**src/hdl/checksummed_frame_parser_macros.svh**
```systemverilog
// ----------------------------------------------------------------------------
// checksummed frame parser assertion macros
// shared property wrappers, clocked on clock and disabled during reset
// ----------------------------------------------------------------------------
`ifndef CHECKSUMMED_FRAME_PARSER_MACROS_SVH
`define CHECKSUMMED_FRAME_PARSER_MACROS_SVH

// condition that must hold at every clock edge
`define CKFP_ASSERT_ALWAYS(label, cond) \
   label: assert property (@(posedge clock) disable iff (reset) (cond)) \
      else $error("checksummed_frame_parser: invariant violated");

// antecedent implies consequent in the same cycle
`define CKFP_ASSERT_IMPLY(label, ante, cons) \
   label: assert property (@(posedge clock) disable iff (reset) (ante) |-> (cons)) \
      else $error("checksummed_frame_parser: implication violated");

`endif

```
**src/hdl/ckfp_pkg.sv**
```systemverilog
// ----------------------------------------------------------------------------
// ckfp_pkg
// types and constants of the checksummed frame parser
// ----------------------------------------------------------------------------
package ckfp_pkg;

   localparam int MAX_PAYLOAD = 512;
   localparam int LEN_W       = 10;
   localparam int POS_W       = 10;
   localparam int HDR_POS_W   = 3;

   // header byte positions
   localparam logic [HDR_POS_W-1:0] HDR_SEQ_LO  = 3'd1;
   localparam logic [HDR_POS_W-1:0] HDR_LEN_LO  = 3'd2;
   localparam logic [HDR_POS_W-1:0] HDR_LEN_END = 3'd5;
   localparam logic [HDR_POS_W-1:0] HDR_EOT     = 3'd6;
   localparam logic [HDR_POS_W-1:0] HDR_LAST    = 3'd7;

   typedef enum logic [2:0] {
      KIND_HEADER    = 3'd0,
      KIND_PAYLOAD   = 3'd1,
      KIND_GOOD      = 3'd2,
      KIND_BAD       = 3'd3,
      KIND_TOO_LARGE = 3'd4
   } kind_type;

   typedef enum logic [1:0] {
      PHASE_HEADER  = 2'd0,
      PHASE_PAYLOAD = 2'd1,
      PHASE_CHECK   = 2'd2
   } phase_type;

endpackage

```
**src/hdl/checksummed_frame_parser.sv**
```systemverilog
// ----------------------------------------------------------------------------
// checksummed_frame_parser
// byte-wide parser for length-prefixed frames with a ones'-complement checksum
// ----------------------------------------------------------------------------
// usage
//   req channel: one frame byte per word, in wire order
//   rsp channel: exactly one result word per request word, carrying the kind
//     (header/check byte, payload byte, frame good, checksum bad, length too
//     large), the payload byte and the header fields seen so far
//   rsp_tlast marks the word that ends a frame (good, bad or too large)
//   path: a request word goes through the input register, then the result
//     register, with the parser state update in between
//   throughput: one word per cycle, sustained while rsp_tready stays high;
//     the single-pass update of sum, counters and header fields sets it
//   stall: when rsp_tready is low the result register holds, the input
//     register fills, then req_tready drops; no word is lost or repeated
//   reset: synchronous, clears the valid flags of both registers and the
//     parser state, and the parser then expects the first header byte
//   a length above the limit ends the frame at its sixth byte, and the next
//   byte is taken as the start of a new header
// ----------------------------------------------------------------------------
`include "checksummed_frame_parser_macros.svh"

module checksummed_frame_parser
   import ckfp_pkg::*;
(
   input  logic        clock,
   input  logic        reset,
   // request stream
   input  logic        req_tvalid,
   output logic        req_tready,
   input  logic [7:0]  req_tdata,   // [7:0] byte_in
   // result stream
   output logic        rsp_tvalid,
   input  logic        rsp_tready,
   output logic [39:0] rsp_tdata,   // [7:0] payload_byte, [23:8] sequence_number,
                                    // [33:24] payload_length, [34] end_of_transmission,
                                    // [39:35] zero
   output logic [2:0]  rsp_tuser,   // [2:0] kind
   output logic        rsp_tlast    // last
);

   // input register
   logic        in_valid_ff;
   logic [7:0]  in_byte_ff;

   // result register
   logic              out_valid_ff;
   kind_type          out_kind_ff,  out_kind_in;
   logic [7:0]        out_pay_ff,   out_pay_in;
   logic [15:0]       out_seq_ff;
   logic [LEN_W-1:0]  out_len_ff,   out_len_in;
   logic              out_eot_ff;
   logic              out_last_ff,  out_last_in;

   // parser state
   phase_type         phase_ff,     phase_in;
   logic [POS_W-1:0]  byte_pos_ff,  byte_pos_in;
   logic [15:0]       held_seq_ff,  held_seq_in;
   logic [31:0]       held_len_ff,  held_len_in;
   logic              held_eot_ff,  held_eot_in;
   logic [15:0]       sum_ff,       sum_in;
   logic [7:0]        pend_ff,      pend_in;
   logic [7:0]        check_hi_ff,  check_hi_in;

   logic advance;
   logic step;

   // the result register frees up when empty or taken this cycle
   assign advance    = !out_valid_ff || rsp_tready;
   assign step       = in_valid_ff && advance;
   assign req_tready = !in_valid_ff || advance;

   always_ff @(posedge clock) begin
      if (reset) begin
         in_valid_ff <= 1'b0;
      end else if (req_tready) begin
         in_valid_ff <= req_tvalid;
      end
      if (req_tready && req_tvalid) begin
         in_byte_ff <= req_tdata;
      end
   end

   // parser step on the registered byte
   always_comb begin
      logic [HDR_POS_W-1:0] p;
      logic [15:0]          sum_base;
      logic [16:0]          sum_wide;
      logic [15:0]          sum_pair;
      logic [POS_W-1:0]     pos_inc;
      logic                 odd;
      logic [7:0]           b;

      b        = in_byte_ff;
      p        = byte_pos_ff[HDR_POS_W-1:0];
      phase_in    = phase_ff;
      byte_pos_in = byte_pos_ff;
      held_seq_in = held_seq_ff;
      held_len_in = held_len_ff;
      held_eot_in = held_eot_ff;
      sum_in      = sum_ff;
      pend_in     = pend_ff;
      check_hi_in = check_hi_ff;
      out_kind_in = KIND_HEADER;
      out_pay_in  = 8'd0;
      out_last_in = 1'b0;
      pos_inc     = byte_pos_ff + POS_W'(1);
      odd         = 1'b0;
      sum_base    = sum_ff;

      unique case (phase_ff)
         PHASE_HEADER: begin
            // frame start clears the length, eot and sum
            if (p == '0) begin
               held_len_in = '0;
               held_eot_in = 1'b0;
               sum_base    = '0;
            end
            odd = p[0];
            if (p <= HDR_SEQ_LO) begin
               held_seq_in = {held_seq_ff[7:0], b};
            end else if (p <= HDR_LEN_END) begin
               held_len_in = {held_len_in[23:0], b};
            end else if (p == HDR_EOT) begin
               held_eot_in = (b == 8'd0);
            end
            byte_pos_in = POS_W'(p) + POS_W'(1);
            if (p == HDR_LEN_END && held_len_in > 32'(MAX_PAYLOAD)) begin
               out_kind_in = KIND_TOO_LARGE;
               out_last_in = 1'b1;
               byte_pos_in = '0;
            end else if (p == HDR_LAST) begin
               byte_pos_in = '0;
               phase_in    = (held_len_ff == 32'd0) ? PHASE_CHECK : PHASE_PAYLOAD;
            end
         end
         PHASE_PAYLOAD: begin
            odd         = byte_pos_ff[0];
            out_kind_in = KIND_PAYLOAD;
            out_pay_in  = b;
            byte_pos_in = pos_inc;
            if (32'(pos_inc) >= held_len_ff) begin
               byte_pos_in = '0;
               phase_in    = PHASE_CHECK;
            end
         end
         PHASE_CHECK: begin
            if (byte_pos_ff == '0) begin
               check_hi_in = b;
               byte_pos_in = POS_W'(1);
            end else begin
               out_kind_in = ({check_hi_ff, b} == ~sum_ff) ? KIND_GOOD : KIND_BAD;
               out_last_in = 1'b1;
               byte_pos_in = '0;
               phase_in    = PHASE_HEADER;
            end
         end
         default: begin
            byte_pos_in = '0;
            phase_in    = PHASE_HEADER;
         end
      endcase

      // pair accumulation, first byte of a pair is the low half
      sum_wide = {1'b0, sum_base} + {1'b0, b, pend_ff};
      sum_pair = sum_wide[16] ? (sum_wide[15:0] + 16'd1) : sum_wide[15:0];
      if (phase_ff == PHASE_HEADER || phase_ff == PHASE_PAYLOAD) begin
         if (odd) begin
            sum_in = sum_pair;
         end else begin
            sum_in  = sum_base;
            pend_in = b;
         end
      end

      // length reported saturated at the limit
      out_len_in = (held_len_in > 32'(MAX_PAYLOAD)) ? LEN_W'(MAX_PAYLOAD)
                                                    : held_len_in[LEN_W-1:0];
   end

   always_ff @(posedge clock) begin
      if (reset) begin
         out_valid_ff <= 1'b0;
         phase_ff     <= PHASE_HEADER;
         byte_pos_ff  <= '0;
         held_seq_ff  <= '0;
         held_len_ff  <= '0;
         held_eot_ff  <= 1'b0;
         sum_ff       <= '0;
         pend_ff      <= '0;
         check_hi_ff  <= '0;
      end else begin
         if (advance) begin
            out_valid_ff <= in_valid_ff;
         end
         if (step) begin
            phase_ff    <= phase_in;
            byte_pos_ff <= byte_pos_in;
            held_seq_ff <= held_seq_in;
            held_len_ff <= held_len_in;
            held_eot_ff <= held_eot_in;
            sum_ff      <= sum_in;
            pend_ff     <= pend_in;
            check_hi_ff <= check_hi_in;
         end
      end
      if (step) begin
         out_kind_ff <= out_kind_in;
         out_pay_ff  <= out_pay_in;
         out_seq_ff  <= held_seq_in;
         out_len_ff  <= out_len_in;
         out_eot_ff  <= held_eot_in;
         out_last_ff <= out_last_in;
      end
   end

   assign rsp_tvalid = out_valid_ff;
   assign rsp_tdata  = {5'd0, out_eot_ff, out_len_ff, out_seq_ff, out_pay_ff};
   assign rsp_tuser  = out_kind_ff;
   assign rsp_tlast  = out_last_ff;

   // a frame ends only with a verdict kind
   `CKFP_ASSERT_IMPLY(a_last_kind, rsp_tvalid && rsp_tlast,
      out_kind_ff == KIND_GOOD || out_kind_ff == KIND_BAD || out_kind_ff == KIND_TOO_LARGE)
   // payload byte field is zero outside payload words
   `CKFP_ASSERT_IMPLY(a_pay_zero, rsp_tvalid && out_kind_ff != KIND_PAYLOAD,
      out_pay_ff == 8'd0)
   // payload phase always has a nonzero length in range, and position below it
   `CKFP_ASSERT_IMPLY(a_pay_pos, phase_ff == PHASE_PAYLOAD,
      held_len_ff != 32'd0 && held_len_ff <= 32'(MAX_PAYLOAD)
      && 32'(byte_pos_ff) < held_len_ff)
   // header position stays within the eight header bytes
   `CKFP_ASSERT_IMPLY(a_hdr_pos, phase_ff == PHASE_HEADER,
      byte_pos_ff <= POS_W'(HDR_LAST))

endmodule

```
**config.mk**
```make
export PLATFORM = sky130hd
export DESIGN_NAME = checksummed_frame_parser
export DESIGN_NICKNAME = d
export VERILOG_FILES = /design/src/hdl/ckfp_pkg.sv /design/src/hdl/checksummed_frame_parser.sv
export VERILOG_INCLUDE_DIRS = /design/src /design/src/hdl
export SDC_FILE = /design/constraint.sdc
export NUM_CORES = 1
export LEC_CHECK = 0
export BUFFER_PORTS_ARGS = -buffer_cell sky130_fd_sc_hd__buf_2
export CAP_MARGIN = 5
export CELL_PAD_IN_SITES_DETAIL_PLACEMENT = 2
export CELL_PAD_IN_SITES_GLOBAL_PLACEMENT = 2
export CORE_ASPECT_RATIO = 0.8
export CORE_UTILIZATION = 41
export CTS_CLUSTER_DIAMETER = 40
export DETAILED_ROUTE_END_ITERATION = 16
export GPL_ROUTABILITY_DRIVEN = 0
export HOLD_SLACK_MARGIN = 0.05
export PLACE_DENSITY_LB_ADDON = 0.1
export SYNTH_ARGS = -nofsm -noshare
export SYNTH_HDL_FRONTEND = slang
export SYNTH_SLANG_ARGS = --single-unit
```
**constraint.sdc**
```tcl
create_clock -name clock -period 10.7 [get_ports clock]
set_input_delay 1.07 -clock clock [delete_from_list [all_inputs] [get_ports clock]]
set_output_delay 1.07 -clock clock [all_outputs]
set_load 0.02 [all_outputs]
```
Yosys cells after proc, flatten, opt, wreduce, memory -nomap -nowiden
Index checks and enable logic that the tools add are counted.
{"block": "word_totals", "word_cells": 91, "input_bits": 12, "regBits": 142, "output_inout_bits": 46}
{"block": "classes", "muxes": 35, "eq_ne": 10, "n_addsub": 4, "bitwise": 2, "n_reduce_logical": 18, "magnitude_cmp": 5}
{"operator": "$mux 32", "n": 5}
{"operator": "$mux 16", "n": 6}
{"operator": "$gt 32x10->1 const B", "n": 2}
{"operator": "$ge 10x32->1", "n": 1}
{"operator": "$logic_not 32->1", "n": 1}
{"operator": "$pmux 10 s3", "n": 1}
{"operator": "$add 16x16->17", "n": 1}
{"operator": "$add 16x1->16 const B", "n": 1}
{"operator": "$eq 16x16->1", "n": 1}
{"operator": "$not 16->16", "n": 1}
{"operator": "$mux 2", "n": 6}
{"operator": "$add 10x1->10 const B", "n": 1}
{"operator": "$logic_not 10->1", "n": 1}
{"operator": "$mux 1", "n": 10}
{"operator": "$mux 10", "n": 1}
{"operator": "$eq 3x3->1 const B", "n": 3}
{"operator": "$pmux 3 s3", "n": 1}
{"operator": "$logic_not 8->1", "n": 1}
{"operator": "$mux 4", "n": 2}
{"operator": "$ne 2x2->1 const B", "n": 4}
{"operator": "$pmux 2 s3", "n": 1}
{"operator": "$reduce_and 3->1", "n": 2}
{"operator": "$reduce_and 5->1", "n": 1}
{"operator": "$add 3x1->4 const B", "n": 1}
{"operator": "14 further kinds", "n": 19}

Depth between registers and ports, before layout
{"block": "depth", "ltp_word": 9, "depth_mapped": 18, "depth_no_buf": 17}

Worst setup path before layout
No wires, ideal clock.
{"block": "synth_path", "path_kind": "reg-to-reg", "from": "reg byte_pos_ff[1]", "to": "reg sum_ff[13]", "path_buffers": 3, "stages_incl_launch_ff": 18, "period_less_slack_ns": 3.924, "required_time_ns": 10.573, "arrival_time_ns": 3.797, "setup_slack_ns": 6.776, "cell_sequence": "dfxtp_1 -> clkbuf_1 -> inv_1 -> ha_1 -> nor2b_1 -> nand2_1 -> clkbuf_1 -> nand2_1 -> fa_1 -> nand3b_1 -> a211o_1 -> a21boi_2 -> a211o_2 -> buf_6 -> nand4_1 -> a31oi_2 -> a31oi_1 -> or3b_1"}
{"block": "synth_between", "elab_chain_cells": 7}
{"item": "start: declaration", "line_no": "checksummed_frame_parser.sv:58", "text": "logic [POS_W-1:0] byte_pos_ff, byte_pos_in;"}
{"item": "start signal: assignment", "line_no": "checksummed_frame_parser.sv:199", "text": "byte_pos_ff <= byte_pos_in;"}
{"item": "$logic_not 3->1 *", "line_no": "checksummed_frame_parser.sv:115", "text": "if (p == '0) begin"}
{"item": "$mux 16 *", "line_no": "checksummed_frame_parser.sv:115"}
{"item": "$mux 16 *", "line_no": "checksummed_frame_parser.sv:112", "text": "unique case (phase_ff)"}
{"item": "$add 16x16->17", "line_no": "checksummed_frame_parser.sv:166", "text": "sum_wide = {1'b0, sum_base} + {1'b0, b, pend_ff};"}
{"item": "$add 16x1->16", "line_no": "checksummed_frame_parser.sv:167", "text": "sum_pair = sum_wide[16] ? (sum_wide[15:0] + 16'd1) : sum_wide[15:0];"}
{"item": "$mux 16", "line_no": "checksummed_frame_parser.sv:167"}
{"item": "$mux 16 *", "line_no": "checksummed_frame_parser.sv:169", "text": "if (odd) begin"}
{"item": "end signal: assignment", "line_no": "checksummed_frame_parser.sv:203", "text": "sum_ff <= sum_in;"}
{"item": "end: declaration", "line_no": "checksummed_frame_parser.sv:62", "text": "logic [15:0] sum_ff, sum_in;"}
Mark *: on every way between the ends. The rest lies on a longest branch, timed or not.
A chain may end at the register's enable or synchronous reset.

Worst setup path after layout
{"block": "layout_path", "from": "reg byte_pos_ff[0]", "to": "reg sum_ff[13]"}
{"block": "layout_between", "elab_chain_cells": 7, "word_cells_on_any_way": 8, "cone_classes": "2 x add/sub; 5 x mux; 1 x reduce/logical"}
{"item": "$logic_not 3->1", "line_no": "checksummed_frame_parser.sv:115"}
{"item": "$mux 16", "line_no": "checksummed_frame_parser.sv:115"}
{"item": "$mux 16", "line_no": "checksummed_frame_parser.sv:112"}
{"item": "$add 16x16->17", "line_no": "checksummed_frame_parser.sv:166"}
{"item": "$add 16x1->16", "line_no": "checksummed_frame_parser.sv:167"}
{"item": "$mux 16", "line_no": "checksummed_frame_parser.sv:167"}
{"item": "$mux 16 *", "line_no": "checksummed_frame_parser.sv:169"}
Marks and branches as above.

==> flow_summary.ini <==
[synth]
synth_top_family_by_area = simple AND/OR/NAND/NOR gates
synth_area_leaders = dfxtp_1 (25%), edfxtp_1 (19%), ha_1 (5.7%), nor2_1 (5.4%), a22oi_1 (4.3%)
synth_compound_area_frac = 0.1711
yosys_warnings = 0
synthCells = 830
synthSimpleGateAreaFrac = 0.1993
synthFlopType = dfxtp_1
yosysMostFrequentCell = nor2_1
synth_mux_area_frac = 0.03675
synth_edf_count = 47
yosysSeqAreaShare = 0.4344
synthAdderAreaFrac = 0.06004
syn_area_um2 = 7627
synth_area_per_cell_um2 = 9.190
ys_async_sr_fraction = 0
synth_commonest_cells = nor2_1 (109), dfxtp_1 (95), nand2_1 (58), a21oi_1 (51), edfxtp_1 (47)
synth-xor-area-share = 0.05381
ys_ff_latch = 142
synth_top_area_share = 0.2493
synthDistinctLibCells = 76
synth.largest_area_cell = dfxtp_1

[cells_and_area]
drive_above_1_share = 0.1397
area_growth_pct = 12.01
antenna_cells = 0
nets = 908
design_area_um2 = 8543

[timing]
min_period_ns = 5.393
rsz0062_at_grt = false
setup_tns_ns = 0
finalHoldViolCount = 0
slew_viol_final = 0
worst_slew_pin_slew_ns = 1.006
setup_viol_count_final = 0
clock-skew-final_ns = 0.009843
max-slew-margin-rel = 0.3244
post-route-period-util = 0.5040
max_freq_mhz = 185.4

[run_status]
status = completed

[placed_design]
placed_cell_area_um2 = 8011
port-buffer-count = 52
place_hpwl_um = 17160

[floorplanning]
die_h_um = 124.0
coreArea_um2 = 18170
initial_core_util = 0.4198
die_w_um = 154.5
die-area_um2 = 19160
row_count = 44
ios = 58

[global_routing]
grt_max_degree = 78
gr-total-overflow = 0
grt_usage = 0.2670
grt_first_pass_wirelength_um = 38900
antenna_found_initial = 0
grt_pass1_vias = 6875

[setup_path]
critical-path-max-stage-delay_ns = 0.70
crit_fanout = 18
setup.worst_path.start_class = register
worst-path-stages = 16
cpMaxStageDelayCell = dfxtp_1
cp.required_ns = 11.01
critical_path_buf_inv_count = 2
critPathArrivalTime_ns = 5.70
critical_path.endpoint_type = register
worstSetupPathType = reg -> reg
r2r_slack_ns = 5.31
cp_cell_sequence = inv_1, ha_1, nor2b_1, nand2_1, and2_1, ha_1, inv_1, fa_1, nand3b_1, a211o_1, a21boi_2, a211o_2, nand4_1, a31oi_2, a31oi_1, or3b_1
r2r_cells = 16
timing.rr.start = byte_pos_ff[0]$_SDFFE_PP0P_
path_delay_family = simple AND/OR/NAND/NOR gates
r2r-end = sum_ff[13]$_SDFFE_PP0P_

[routing]
wl_um = 24720
drtAntennaViolNets = 0
remaining_drc_errors = 0
avgViaCountPerCell = 5.893
wl_per_cell_um = 22.41
firstDrtPassIters = 4
drtIter0Drc = 344
vias = 6500

[power]
pwr-share-clk = 0.432
switching_power_mw = 0.3306
swShare = 0.2644
power_frac_comb = 0.095
p_leak_nw = 3.482
p_seq_frac = 0.473
power_mw = 1.251
peakVddDrop_uv = 100.7
power.internal_mw = 0.9199
p_per_area_nw_per_um2 = 146.4

[clocking]
root_buffer = clkbuf_16
path_clk_slew_ns = 0.06
cts-htree-levels = 4
numCtsBuffers = 17
post-cts-setup-buffer-count = 0
cts_sinks = 142
clk_latency_ns = 0.42
ctsResizeCount = 0
cts_tree = yes
clockBufferDepth = 2
cts_hold_buf = 0

[hold_path]
hold_class = reg -> reg
holdPathEnd = sum_ff[0]$_SDFFE_PP0P_
hold_start = sum_ff[0]$_SDFFE_PP0P_
min_delay_path_depth = 2

[job]
cap_violations = 0
## flip-flops by register name (all words and copies together), names as in the netlist
name / count
in_valid_ff: 1
in_byte_ff: 8
rsp_tlast: 1
out_eot_ff: 1
rsp_tuser: 3
check_hi_ff: 8
rsp_tvalid: 1
sum_ff: 16
out_len_ff: 10
phase_ff: 2
out_seq_ff: 16
byte_pos_ff: 10
pend_ff: 8
held_seq_ff: 16
out_pay_ff: 8
held_len_ff: 32
held_eot_ff: 1
## power groups by stage
stage,combinational [mW],sequential [mW],clock [mW]
after global routing,0.129,0.594,0.573
after detailed placement,0.116,0.603,0
after CTS,0.118,0.592,0.550
final,0.118,0.592,0.540
after global placement,0.110,0.602,0
after floorplan,0.0773,0.602,0
## routing by layer
| layer | part of all wire | wire (um) | vias to the layer above | GRT usage |
|---|---|---|---|---|
| li1 | - | - | 3055 | - |
| met1 | 0.50 | 12310 | 3304 | 0.3691 |
| met2 | 0.46 | 11330 | 121 | 0.4383 |
| met3 | 0.033 | 821 | 20 | 0.03827 |
| met4 | 0.010 | 259 | 0 | 0.07302 |
| met5 | 0 | 0 | - | 0 |
## cells in the final DEF (no fill, tap or decap), types with 4 or more instances in the layout
cell type / netlist / routed
dfxtp_1: 95 / 95
clkbuf_1: 39 / 4
conb_1: 1 / 5
nand2b_1: 4 / 4
o21ai_0: 26 / 26
o22ai_1: 8 / 8
a21o_1: 7 / 7
nor3_1: 24 / 24
a21oi_1: 51 / 51
mux2_2: 16 / 16
a211o_1: 4 / 4
a221oi_1: 4 / 4
nand2_1: 58 / 58
ha_1: 35 / 35
nor2_1: 109 / 109
inv_1: 24 / 23
nor2b_1: 5 / 5
a31oi_1: 4 / 4
o31ai_1: 4 / 4
edfxtp_1: 47 / 47
nand4_1: 12 / 12
xor2_1: 29 / 29
clkbuf_16: 0 / 18
or2_2: 5 / 5
a22oi_1: 44 / 44
nand3b_1: 9 / 9
buf_2: 5 / 52
nand3_1: 14 / 14
buf_4: 6 / 9
xnor2_1: 16 / 16
nor4_1: 14 / 14
a211oi_1: 4 / 4
clkinv_2: 0 / 5
and3_1: 12 / 12
o211ai_1: 5 / 5
mux2i_1: 10 / 10
and2_1: 29 / 29
## per-stage QoR
| step | hold WS [ns] | cells | setup WS, ns | utilization |
|---|---|---|---|---|
| floorplan | 0.4366 | 834 | 6.776 | - |
| global placement | 0.4452 | 1071 | 5.778 | 0.4410 |
| detailed placement | 0.4662 | 1071 | 5.418 | 0.4410 |
| CTS | 0.4910 | 1103 | 5.402 | 0.4702 |
| global route | 0.5035 | 1103 | 4.987 | 0.4702 |
| finish | 0.4902 | 1103 | 5.307 | 0.4702 |
## worst register-to-register path, stage by stage, from the launching register on
cell and delay [ns]:
dfxtp_1 0.70, inv_1 0.22, ha_1 0.29, nor2b_1 0.22, nand2_1 0.59, and2_1 0.25
ha_1 0.22, inv_1 0.07, fa_1 0.42, nand3b_1 0.27, a211o_1 0.36, a21boi_2 0.25
a211o_2 0.32, nand4_1 0.21, a31oi_2 0.39, a31oi_1 0.15, or3b_1 0.36
## area by class of cell
type	count	area (um2)
clock buffer	22	465.4
clock inverter	10	66.31
fill	1964	9624
inverter	24	90.09
multi-input combinational	614	3993
sequential	142	3313
tap	230	287.8
timing repair buffer	61	327.8
## logic make-up after synthesis
| logic type | count (synthesis) |
|---|---|
| other | 1 |
| muxes | 26 |
| adders and majority gates | 36 |
| xor gates and xnor gates | 46 |
| buffers and inverters | 78 |
| AOI/OAI and AO/OA | 193 |
| DFF | 142 |
| and+or+nand+nor | 308 |
## worst max path at each step
stage                              end                   startpoint  slack [ns]
6_report       sum_ff[13]$_SDFFE_PP0P_  byte_pos_ff[0]$_SDFFE_PP0P_        5.31
2_1_floorplan  sum_ff[13]$_SDFFE_PP0P_  byte_pos_ff[1]$_SDFFE_PP0P_        6.78
5_1_grt        sum_ff[13]$_SDFFE_PP0P_  byte_pos_ff[0]$_SDFFE_PP0P_        4.99
3_5_place_dp   sum_ff[13]$_SDFFE_PP0P_  byte_pos_ff[0]$_SDFFE_PP0P_        5.42
4_1_cts        sum_ff[13]$_SDFFE_PP0P_  byte_pos_ff[0]$_SDFFE_PP0P_        5.40
3_3_place_gp   sum_ff[13]$_SDFFE_PP0P_  byte_pos_ff[0]$_SDFFE_PP0P_        5.78
Power figures use the tool's default switching activity.
